===== config.mk =====
export PLATFORM = sky130hd
export DESIGN_NAME = scrolling_letter_pixel_generator
export DESIGN_NICKNAME = d
export VERILOG_FILES = /design/src/rtl/slpg_pkg.sv /design/src/rtl/scrolling_letter_pixel_generator.sv /design/src/rtl/slpg_divc.sv /design/src/rtl/slpg_hsv.sv
export SDC_FILE = /design/constraint.sdc
export NUM_CORES = 1
export LEC_CHECK = 0
export BUFFER_PORTS_ARGS = -buffer_cell sky130_fd_sc_hd__buf_2
export CAP_MARGIN = 20
export CORE_UTILIZATION = 45
export CTS_CLUSTER_DIAMETER = 50
export DETAILED_ROUTE_END_ITERATION = 12
export PLACE_DENSITY = 0.59
export SLEW_MARGIN = 40
export SYNTH_ARGS = -nofsm -noshare
export SYNTH_HDL_FRONTEND = slang
export SYNTH_HIERARCHICAL = 1
export SYNTH_SLANG_ARGS = --single-unit
export TNS_END_PERCENT = 1

===== constraint.sdc =====
create_clock -name clk_i -period 6.1 [get_ports clk_i]
set_clock_uncertainty 0.2 [all_clocks]
set_input_delay 0.915 -clock clk_i [delete_from_list [all_inputs] [get_ports clk_i]]
set_output_delay 0.915 -clock clk_i [all_outputs]
set_load 0.01 [all_outputs]

===== src/rtl/slpg_pkg.sv =====
// shared types, constants and the 5x7 glyph table of the scrolling letter generator
// no dependencies; imported by every module of the block
`timescale 1ns / 1ps

package slpg_pkg;

  localparam int unsigned TIME_W       = 16;
  localparam int unsigned COORD_W      = 3;
  localparam int unsigned CHAN_W       = 8;
  localparam int unsigned LETTER_W     = 5;
  localparam int unsigned HUE_W        = 8;
  localparam int unsigned RECIP_SHIFT  = 24;

  localparam int unsigned GLYPH_COLS   = 5;
  localparam int unsigned GLYPH_ROWS   = 7;
  localparam int unsigned GLYPH_GAP    = 1;
  localparam int unsigned LETTER_COUNT = 26;
  localparam logic [LETTER_W-1:0] LAST_LETTER = 5'd25;
  localparam logic [HUE_W-1:0] HUE_LETTER_STEP = 8'd9;
  localparam logic [HUE_W-1:0] HUE_SECTOR = 8'd43;

  localparam logic [CHAN_W-1:0] SAT_RESET = 8'd160;
  localparam logic [CHAN_W-1:0] VAL_RESET = 8'd180;

  // configuration register indexes
  localparam logic [0:0] REG_SATURATION = 1'b0;
  localparam logic [0:0] REG_BRIGHTNESS = 1'b1;

  typedef enum logic [2:0] {
    SEC_RED     = 3'd0,
    SEC_YELLOW  = 3'd1,
    SEC_GREEN   = 3'd2,
    SEC_CYAN    = 3'd3,
    SEC_BLUE    = 3'd4,
    SEC_MAGENTA = 3'd5
  } hue_sector_e;

  typedef struct packed {
    logic [COORD_W-1:0] py;
    logic [COORD_W-1:0] px;
  } pixel_t;

  // red in the lowest byte
  typedef struct packed {
    logic [CHAN_W-1:0] blue;
    logic [CHAN_W-1:0] green;
    logic [CHAN_W-1:0] red;
  } rgb_t;

  // columns of each letter, bit 0 is the top row
  localparam logic [6:0] FONT_ROM [LETTER_COUNT][GLYPH_COLS] = '{
    '{7'h7e, 7'h09, 7'h09, 7'h09, 7'h7e}, '{7'h7f, 7'h49, 7'h49, 7'h49, 7'h36},
    '{7'h3e, 7'h41, 7'h41, 7'h41, 7'h22}, '{7'h7f, 7'h41, 7'h41, 7'h22, 7'h1c},
    '{7'h7f, 7'h49, 7'h49, 7'h49, 7'h41}, '{7'h7f, 7'h09, 7'h09, 7'h09, 7'h01},
    '{7'h3e, 7'h41, 7'h49, 7'h49, 7'h7a}, '{7'h7f, 7'h08, 7'h08, 7'h08, 7'h7f},
    '{7'h41, 7'h41, 7'h7f, 7'h41, 7'h41}, '{7'h20, 7'h40, 7'h41, 7'h3f, 7'h01},
    '{7'h7f, 7'h08, 7'h14, 7'h22, 7'h41}, '{7'h7f, 7'h40, 7'h40, 7'h40, 7'h40},
    '{7'h7f, 7'h02, 7'h0c, 7'h02, 7'h7f}, '{7'h7f, 7'h04, 7'h08, 7'h10, 7'h7f},
    '{7'h3e, 7'h41, 7'h41, 7'h41, 7'h3e}, '{7'h7f, 7'h09, 7'h09, 7'h09, 7'h06},
    '{7'h3e, 7'h41, 7'h51, 7'h21, 7'h5e}, '{7'h7f, 7'h09, 7'h19, 7'h29, 7'h46},
    '{7'h46, 7'h49, 7'h49, 7'h49, 7'h31}, '{7'h01, 7'h01, 7'h7f, 7'h01, 7'h01},
    '{7'h3f, 7'h40, 7'h40, 7'h40, 7'h3f}, '{7'h1f, 7'h20, 7'h40, 7'h20, 7'h1f},
    '{7'h7f, 7'h20, 7'h18, 7'h20, 7'h7f}, '{7'h63, 7'h14, 7'h08, 7'h14, 7'h63},
    '{7'h03, 7'h04, 7'h78, 7'h04, 7'h03}, '{7'h61, 7'h51, 7'h49, 7'h45, 7'h43}
  };

  function automatic logic [6:0] glyph_column(logic [LETTER_W-1:0] letter,
                                              logic [2:0] col);
    logic [6:0] bits;
    bits = '0;
    if (col < 3'(GLYPH_COLS) && letter < 5'(LETTER_COUNT)) begin
      bits = FONT_ROM[letter][col];
    end
    return bits;
  endfunction

endpackage


===== src/rtl/scrolling_letter_pixel_generator.sv =====
// top level of the scrolling A-to-Z letter pixel generator
// depends on slpg_pkg, slpg_divc and slpg_hsv
`timescale 1ns / 1ps

// Usage:
//   s_axis carries one pixel request per transaction: scene time in ms and the
//   pixel column and row. m_axis returns one transaction per request with the
//   pixel color, in request order. Lit pixels of the scrolling letter take an
//   hsv color from the saturation and brightness registers; all others are black.
//   Registers are written through cfg_we_i / cfg_addr_i / cfg_wdata_i; the user
//   must write them only while no request is in flight; the block does not enforce this.
// Throughput: one pixel per cycle while m_axis_tready is high; the eleven-stage
//   pipeline (two three-stage constant dividers, letter clamp, glyph lookup,
//   three-stage color unit) holds one item per stage.
// Stall: each stage only holds while the stage after it is full and stalled, so
//   bubbles close up and s_axis_tready stays high until all 11 stages are full.
// Reset: empties the pipeline and loads saturation 160 and brightness 180.
module scrolling_letter_pixel_generator #(
  parameter int unsigned MATRIX_WIDTH   = 8,
  parameter int unsigned MATRIX_HEIGHT  = 8,
  parameter int unsigned SCROLL_STEP_MS = 90
) (
  input  logic        clk_i,
  input  logic        rst_ni,
  input  logic        s_axis_tvalid,
  output logic        s_axis_tready,
  input  logic [23:0] s_axis_tdata,   // scene_time_ms[15:0], pixel_x[18:16], pixel_y[21:19]
  output logic        m_axis_tvalid,
  input  logic        m_axis_tready,
  output logic [23:0] m_axis_tdata,   // red[7:0], green[15:8], blue[23:16]
  input  logic        cfg_we_i,
  input  logic [0:0]  cfg_addr_i,
  input  logic [7:0]  cfg_wdata_i
);
  import slpg_pkg::*;

  localparam int unsigned NSTG   = 11;
  localparam int unsigned PERIOD = MATRIX_WIDTH + GLYPH_COLS + GLYPH_GAP;
  localparam int unsigned STEP_REM_W = (SCROLL_STEP_MS > 1) ? $clog2(SCROLL_STEP_MS) : 1;
  localparam int unsigned SH_W   = $clog2(PERIOD);
  localparam logic [SH_W-1:0] SHIFT_LAST = SH_W'(PERIOD - 1);
  localparam logic [7:0] WIDTH_8  = 8'(MATRIX_WIDTH);
  localparam logic [7:0] HEIGHT_8 = 8'(MATRIX_HEIGHT);
  localparam logic [7:0] GLYPH_END_8 = 8'(MATRIX_WIDTH + GLYPH_COLS);

  logic [CHAN_W-1:0] sat_q, val_q;
  logic [NSTG:1]     vld_q;
  logic [NSTG+1:1]   en;

  pixel_t                pix_q [1:7];
  logic [6:0]            steplo_q [4:6];
  logic [TIME_W-1:0]     step_w, letter_w;
  logic [STEP_REM_W-1:0] step_rem_w;
  logic [SH_W-1:0]       shift_w;

  logic [LETTER_W-1:0]   letter7_q;
  logic [SH_W-1:0]       shift7_q;
  logic [6:0]            step7_q;

  logic [7:0]            colsum;
  logic [7:0]            colidx;
  logic                  in_glyph, in_matrix;
  logic [7:0]            glyph8;
  logic                  lit8_d, lit8_q;
  logic [HUE_W-1:0]      hue8_d, hue8_q;
  rgb_t                  rgb;

  // configuration registers
  always_ff @(posedge clk_i or negedge rst_ni) begin
    if (!rst_ni) begin
      sat_q <= SAT_RESET;
      val_q <= VAL_RESET;
    end else if (cfg_we_i) begin
      case (cfg_addr_i)
        REG_SATURATION: sat_q <= cfg_wdata_i;
        REG_BRIGHTNESS: val_q <= cfg_wdata_i;
        default: ;
      endcase
    end
  end

  // a stage loads when it is empty or its content moves on
  always_comb begin
    en[NSTG+1] = m_axis_tready;
    for (int k = NSTG; k >= 1; k--) begin
      en[k] = ~vld_q[k] | en[k+1];
    end
  end

  always_ff @(posedge clk_i or negedge rst_ni) begin
    if (!rst_ni) begin
      vld_q <= '0;
    end else begin
      if (en[1]) vld_q[1] <= s_axis_tvalid;
      for (int k = 2; k <= NSTG; k++) begin
        if (en[k]) vld_q[k] <= vld_q[k-1];
      end
    end
  end

  // stages 1..3: step = time / SCROLL_STEP_MS
  slpg_divc #(
    .DIVISOR (SCROLL_STEP_MS),
    .REM_W   (STEP_REM_W)
  ) u_step_div (
    .clk_i (clk_i),
    .en_i  (en[3:1]),
    .num_i (s_axis_tdata[15:0]),
    .quo_o (step_w),
    .rem_o (step_rem_w)
  );

  // stages 4..6: letter and column shift = step / period
  slpg_divc #(
    .DIVISOR (PERIOD),
    .REM_W   (SH_W)
  ) u_letter_div (
    .clk_i (clk_i),
    .en_i  (en[6:4]),
    .num_i (step_w),
    .quo_o (letter_w),
    .rem_o (shift_w)
  );

  always_ff @(posedge clk_i) begin
    if (en[1]) pix_q[1] <= '{py: s_axis_tdata[21:19], px: s_axis_tdata[18:16]};
    for (int k = 2; k <= 7; k++) begin
      if (en[k]) pix_q[k] <= pix_q[k-1];
    end
    if (en[4]) steplo_q[4] <= step_w[6:0];
    if (en[5]) steplo_q[5] <= steplo_q[4];
    if (en[6]) steplo_q[6] <= steplo_q[5];

    // stage 7: hold the last frame past the final letter
    if (en[7]) begin
      step7_q <= steplo_q[6];
      if (letter_w >= TIME_W'(LETTER_COUNT)) begin
        letter7_q <= LAST_LETTER;
        shift7_q  <= SHIFT_LAST;
      end else begin
        letter7_q <= letter_w[LETTER_W-1:0];
        shift7_q  <= shift_w;
      end
    end

    if (en[8]) begin
      lit8_q <= lit8_d;
      hue8_q <= hue8_d;
    end
  end

  // stage 8: glyph column = px + shift - width
  always_comb begin
    colsum    = 8'(pix_q[7].px) + 8'(shift7_q);
    colidx    = colsum - WIDTH_8;
    in_glyph  = (colsum >= WIDTH_8) && (colsum < GLYPH_END_8);
    in_matrix = (8'(pix_q[7].px) < WIDTH_8) && (8'(pix_q[7].py) < HEIGHT_8);
    glyph8    = {1'b0, glyph_column(letter7_q, colidx[2:0])};
    lit8_d    = in_glyph & in_matrix & glyph8[pix_q[7].py];
    hue8_d    = 8'(letter7_q) * HUE_LETTER_STEP + {step7_q, 1'b0};
  end

  // stages 9..11: color, the last stage is the output register
  slpg_hsv u_hsv (
    .clk_i (clk_i),
    .en_i  (en[11:9]),
    .lit_i (lit8_q),
    .hue_i (hue8_q),
    .sat_i (sat_q),
    .val_i (val_q),
    .rgb_o (rgb)
  );

  assign s_axis_tready = en[1];
  assign m_axis_tvalid = vld_q[NSTG];
  assign m_axis_tdata  = rgb;

`ifndef SYNTHESIS
  a_step_rem: assert property (@(posedge clk_i) disable iff (!rst_ni)
    vld_q[3] |-> (32'(step_rem_w) < SCROLL_STEP_MS))
    else $error("step remainder not below the scroll step");

  a_letter_range: assert property (@(posedge clk_i) disable iff (!rst_ni)
    vld_q[7] |-> (letter7_q <= LAST_LETTER))
    else $error("letter index beyond the last letter");

  a_shift_range: assert property (@(posedge clk_i) disable iff (!rst_ni)
    vld_q[7] |-> (32'(shift7_q) < PERIOD))
    else $error("column shift not below the letter period");

  a_empty_ready: assert property (@(posedge clk_i) disable iff (!rst_ni)
    (vld_q == '0) |-> s_axis_tready)
    else $error("empty pipeline refuses a transaction");
`endif

endmodule


===== src/rtl/slpg_divc.sv =====
// three-stage divider of a time-wide value by a constant (reciprocal multiply, one correction)
// depends on slpg_pkg
`timescale 1ns / 1ps

module slpg_divc #(
  parameter int unsigned DIVISOR = 90,
  parameter int unsigned REM_W   = 7
) (
  input  logic                       clk_i,
  input  logic [2:0]                 en_i,   // stage load enables, bit 0 first
  input  logic [slpg_pkg::TIME_W-1:0] num_i,
  output logic [slpg_pkg::TIME_W-1:0] quo_o,
  output logic [REM_W-1:0]           rem_o
);
  import slpg_pkg::*;

  localparam int unsigned RCP_W  = RECIP_SHIFT + 1;
  localparam int unsigned PROD_W = TIME_W + RCP_W;
  localparam int unsigned DIV_W  = $clog2(DIVISOR + 1);
  localparam logic [RCP_W-1:0] RECIP = RCP_W'((64'd1 << RECIP_SHIFT) / DIVISOR);
  localparam logic [DIV_W-1:0] DIV_C = DIV_W'(DIVISOR);
  localparam logic [TIME_W-1:0] DIV_N = TIME_W'(DIVISOR);

  logic [PROD_W-1:0]       prod_q;
  logic [TIME_W-1:0]       num1_q, num2_q;
  logic [TIME_W-1:0]       q0_d, q0_q, qd_q;
  logic [TIME_W+DIV_W-1:0] qd_full;
  logic [TIME_W-1:0]       diff;
  logic [TIME_W-1:0]       quo_q;
  logic [REM_W-1:0]        rem_q;

  // estimate is low by at most one since the numerator is far below 2^RECIP_SHIFT
  assign q0_d    = prod_q[RECIP_SHIFT +: TIME_W];
  assign qd_full = {{DIV_W{1'b0}}, q0_d} * {{TIME_W{1'b0}}, DIV_C};
  assign diff    = num2_q - qd_q;

  always_ff @(posedge clk_i) begin
    if (en_i[0]) begin
      prod_q <= {{RCP_W{1'b0}}, num_i} * {{TIME_W{1'b0}}, RECIP};
      num1_q <= num_i;
    end
    if (en_i[1]) begin
      q0_q   <= q0_d;
      qd_q   <= qd_full[TIME_W-1:0];
      num2_q <= num1_q;
    end
    if (en_i[2]) begin
      if (diff >= DIV_N) begin
        quo_q <= q0_q + 1'b1;
        rem_q <= REM_W'(diff - DIV_N);
      end else begin
        quo_q <= q0_q;
        rem_q <= REM_W'(diff);
      end
    end
  end

  assign quo_o = quo_q;
  assign rem_o = rem_q;

endmodule


===== src/rtl/slpg_hsv.sv =====
// three-stage integer hsv to rgb color converter, black when the pixel is unlit
// depends on slpg_pkg
`timescale 1ns / 1ps

module slpg_hsv (
  input  logic                       clk_i,
  input  logic [2:0]                 en_i,   // stage load enables, bit 0 first
  input  logic                       lit_i,
  input  logic [slpg_pkg::HUE_W-1:0]  hue_i,
  input  logic [slpg_pkg::CHAN_W-1:0] sat_i,
  input  logic [slpg_pkg::CHAN_W-1:0] val_i,
  output slpg_pkg::rgb_t             rgb_o
);
  import slpg_pkg::*;

  hue_sector_e       sector_d, sector_q, sector2_q;
  logic [HUE_W-1:0]  base, frac_d, frac_q;
  logic              lit_q, lit2_q;
  logic [15:0]       pm, sfm, sfnm, qm, tm;
  logic [CHAN_W-1:0] p_q, sf_q, sfn_q, q_c, t_c;
  rgb_t              rgb_d, rgb_q;

  // sector = hue / 43, by threshold compares
  always_comb begin
    if (hue_i >= 8'd215) begin
      sector_d = SEC_MAGENTA;
      base     = 8'd215;
    end else if (hue_i >= 8'd172) begin
      sector_d = SEC_BLUE;
      base     = 8'd172;
    end else if (hue_i >= 8'd129) begin
      sector_d = SEC_CYAN;
      base     = 8'd129;
    end else if (hue_i >= 8'd86) begin
      sector_d = SEC_GREEN;
      base     = 8'd86;
    end else if (hue_i >= HUE_SECTOR) begin
      sector_d = SEC_YELLOW;
      base     = HUE_SECTOR;
    end else begin
      sector_d = SEC_RED;
      base     = 8'd0;
    end
    frac_d = 8'((hue_i - base) * 8'd6);
  end

  assign pm   = {8'd0, val_i} * {8'd0, ~sat_i};
  assign sfm  = {8'd0, sat_i} * {8'd0, frac_q};
  assign sfnm = {8'd0, sat_i} * {8'd0, ~frac_q};
  assign qm   = {8'd0, val_i} * {8'd0, ~sf_q};
  assign tm   = {8'd0, val_i} * {8'd0, ~sfn_q};
  assign q_c  = qm[15:8];
  assign t_c  = tm[15:8];

  always_comb begin
    case (sector2_q)
      SEC_YELLOW:  rgb_d = '{blue: p_q,   green: val_i, red: q_c};
      SEC_GREEN:   rgb_d = '{blue: t_c,   green: val_i, red: p_q};
      SEC_CYAN:    rgb_d = '{blue: val_i, green: q_c,   red: p_q};
      SEC_BLUE:    rgb_d = '{blue: val_i, green: p_q,   red: t_c};
      SEC_MAGENTA: rgb_d = '{blue: q_c,   green: p_q,   red: val_i};
      default:     rgb_d = '{blue: p_q,   green: t_c,   red: val_i};
    endcase
    if (!lit2_q) begin
      rgb_d = '0;
    end
  end

  always_ff @(posedge clk_i) begin
    if (en_i[0]) begin
      sector_q <= sector_d;
      frac_q   <= frac_d;
      lit_q    <= lit_i;
    end
    if (en_i[1]) begin
      sector2_q <= sector_q;
      lit2_q    <= lit_q;
      p_q       <= pm[15:8];
      sf_q      <= sfm[15:8];
      sfn_q     <= sfnm[15:8];
    end
    if (en_i[2]) begin
      rgb_q <= rgb_d;
    end
  end

  assign rgb_o = rgb_q;

endmodule

==> impl_metrics.py <==
metrics = {
    "status": {
        "outcome": "completed",
    },
    "synth": {
        "synth_area_um2": 33900,
        "yosys_warnings": 6,
        "syn_avg_cell_area_um2": 10.6,
        "synthCells": 3184,
    },
    "grt": {
        "antenna_found_initial": 1,
        "grt_use_total": 0.199,
        "grt_pass1_wl_mm": 123,
        "grt_max_degree": 57,
        "grt.overflow.total": 0,
        "grt_pass1_vias": 24200,
    },
    "critical_path": {
        "crit_path_end_kind": "flip-flop",
        "rr_startpoint": "val_q[2]$_DFFE_PN1P_",
        "r2r_cells": 16,
        "cp-start-kind": "primary input",
        "worstPathArrival_ns": 6.09,
        "required_ns": 6.23,
        "ff2ff_setup_slack_ns": 0.47,
        "crit_type": "primary input to flip-flop",
        "r2r-end": "u_hsv/rgb_o[19]$_SDFFCE_PN0P_",
        "worstPathMaxFanout": 4,
    },
    "layout": {
        "drive_above_1_share": 0.103,
        "n_antenna_cell": 0,
        "final_cell_mix": "inv_1 (546), ha_1 (486), edfxtp_1 (315)",
        "layout_commonest_cell": "inv_1",
        "area_growth_pct": 10.4,
        "fillCellCount": 6673,
        "layout.nets": 4148,
        "fin_cells": 4313,
        "post-route-util": 0.502,
    },
    "routing": {
        "avgViaCountPerCell": 5.33,
        "vias": 23000,
        "drt_wl_total_mm": 74.4,
        "wl_per_cell_um": 17.2,
        "drc_errors": 0,
        "drt_iter0_drc": 1451,
        "dr.pass1.iters": 5,
        "ant_nets": 0,
    },
    "timing": {
        "hold_violations": 0,
        "setup_viol_count_final": 0,
        "fin_ws_ns": 0.134,
        "tightest_slew_ns": 0.810,
        "relSlewSlack": 0.460,
        "fin_crit_sh": 0.978,
        "finalSetupTns_ns": 0,
        "min_period_ns": 5.97,
        "maxSlewViolCount": 0,
        "max_freq_ghz": 0.168,
    },
    "placement": {
        "dpl_worst_slack_ns": -0.520,
        "dp_hpwl_mm": 59.2,
        "place_inst": 4227,
        "gp_congestion": 0.885,
        "portBuffers": 61,
    },
    "die": {
        "die_h_um": 276,
        "dieArea_um2": 76300,
        "num_rows": 100,
        "pin_count": 64,
        "design.core.area_um2": 74400,
        "start_util": 0.455,
        "die_w_um": 276,
    },
    "clocking": {
        "h-tree-depth": 2,
        "cts_buffers": 46,
        "clockRootBuffer": "clkbuf_16",
        "cts_buffer_depth": 3,
        "cts_tree": "done",
        "ctsHoldBuffers": 0,
        "cts_sinks": 342,
        "clk-insertion-delay-late_ns": 0.57,
        "clk_pin_slew_ns": 0.06,
    },
    "hold_path": {
        "worst_hold_path_type": "primary input to async pin",
    },
    "run": {
        "maxCapViolations": 0,
    },
}
[area by class of cell]
cell class,instances,area [µm²],share of cell area
Clock buffer,54,1200,0.0321
Inverter,554,2080,0.0556
Tap cell,969,1210,0.0324
Sequential cell,342,10100,0.271
Multi-Input combinational cell,2202,21300,0.571
Clock inverter,29,335,0.00897
Timing Repair Buffer,163,1080,0.0289
[through the flow]
step	hold WS [ns]	instance area [µm²]
final	0.0775	37400
after global routing	0.102	37400
after CTS	0.204	37200
after detailed placement	0.205	35700
after global placement	0.202	35700
after floorplan	0.200	33900
[metal layers]
layer,wire [µm],global-route usage
met1,35700,0.279
met2,34700,0.329
met4,1500,0.0463
met5,10,0
met3,2530,0.0218
[what timing repair did]
item,in CTS,in global routing
buffers inserted,0,1
endpoints found under the setup margin,0,1
gates resized for setup,0,12
[registers in the layout, indices dropped and copies added (netlist names), 10 cells and up]
register and cells:
u_letter_div/q0_q 12, vld_q 11, u_step_div/prod_q 10, u_letter_div/num1_q 16, steplo_q 21, u_step_div/qd_q 15, u_step_div/num2_q 15, u_letter_div/prod_q 13
u_step_div/num1_q 15, u_hsv/rgb_o 24, pix_q 42, u_letter_div/num2_q 16, u_letter_div/quo_o 14, u_step_div/quo_o 11, u_letter_div/qd_q 15
[how the worst max path moves through the flow]
stage               slack (ns)              from                              end  depth (start not counted)
floorplan                 0.03  s_axis_tdata[13]  u_step_div/prod_q[33]$_DFFE_PP_                         20
global placement         -0.41  s_axis_tdata[14]  u_step_div/prod_q[33]$_DFFE_PP_                         21
detailed placement       -0.52  s_axis_tdata[14]  u_step_div/prod_q[33]$_DFFE_PP_                         21
CTS                        0.1  s_axis_tdata[14]  u_step_div/prod_q[33]$_DFFE_PP_                         21
global route            -0.001  s_axis_tdata[14]  u_step_div/prod_q[33]$_DFFE_PP_                         21
finish                    0.13  s_axis_tdata[14]  u_step_div/prod_q[32]$_DFFE_PP_                         21
[worst max-delay path, stage by stage]
cell	delay [ns]
clkbuf_4	0.15
ha_4	0.27
inv_1	0.05
fa_1	0.50
inv_1	0.06
fa_2	0.47
fa_1	0.50
inv_1	0.07
fa_1	0.51
fa_1	0.54
inv_1	0.04
ha_1	0.29
o21ai_1	0.08
o21bai_1	0.11
a221o_1	0.35
a2bb2oi_4	0.23
a21oi_2	0.09
a41o_1	0.20
a221o_1	0.36
buf_4	0.15
xor2_1	0.13
Power is not shown: default switching activity piles up to over one toggle a cycle in this logic, so the estimate is an artifact.
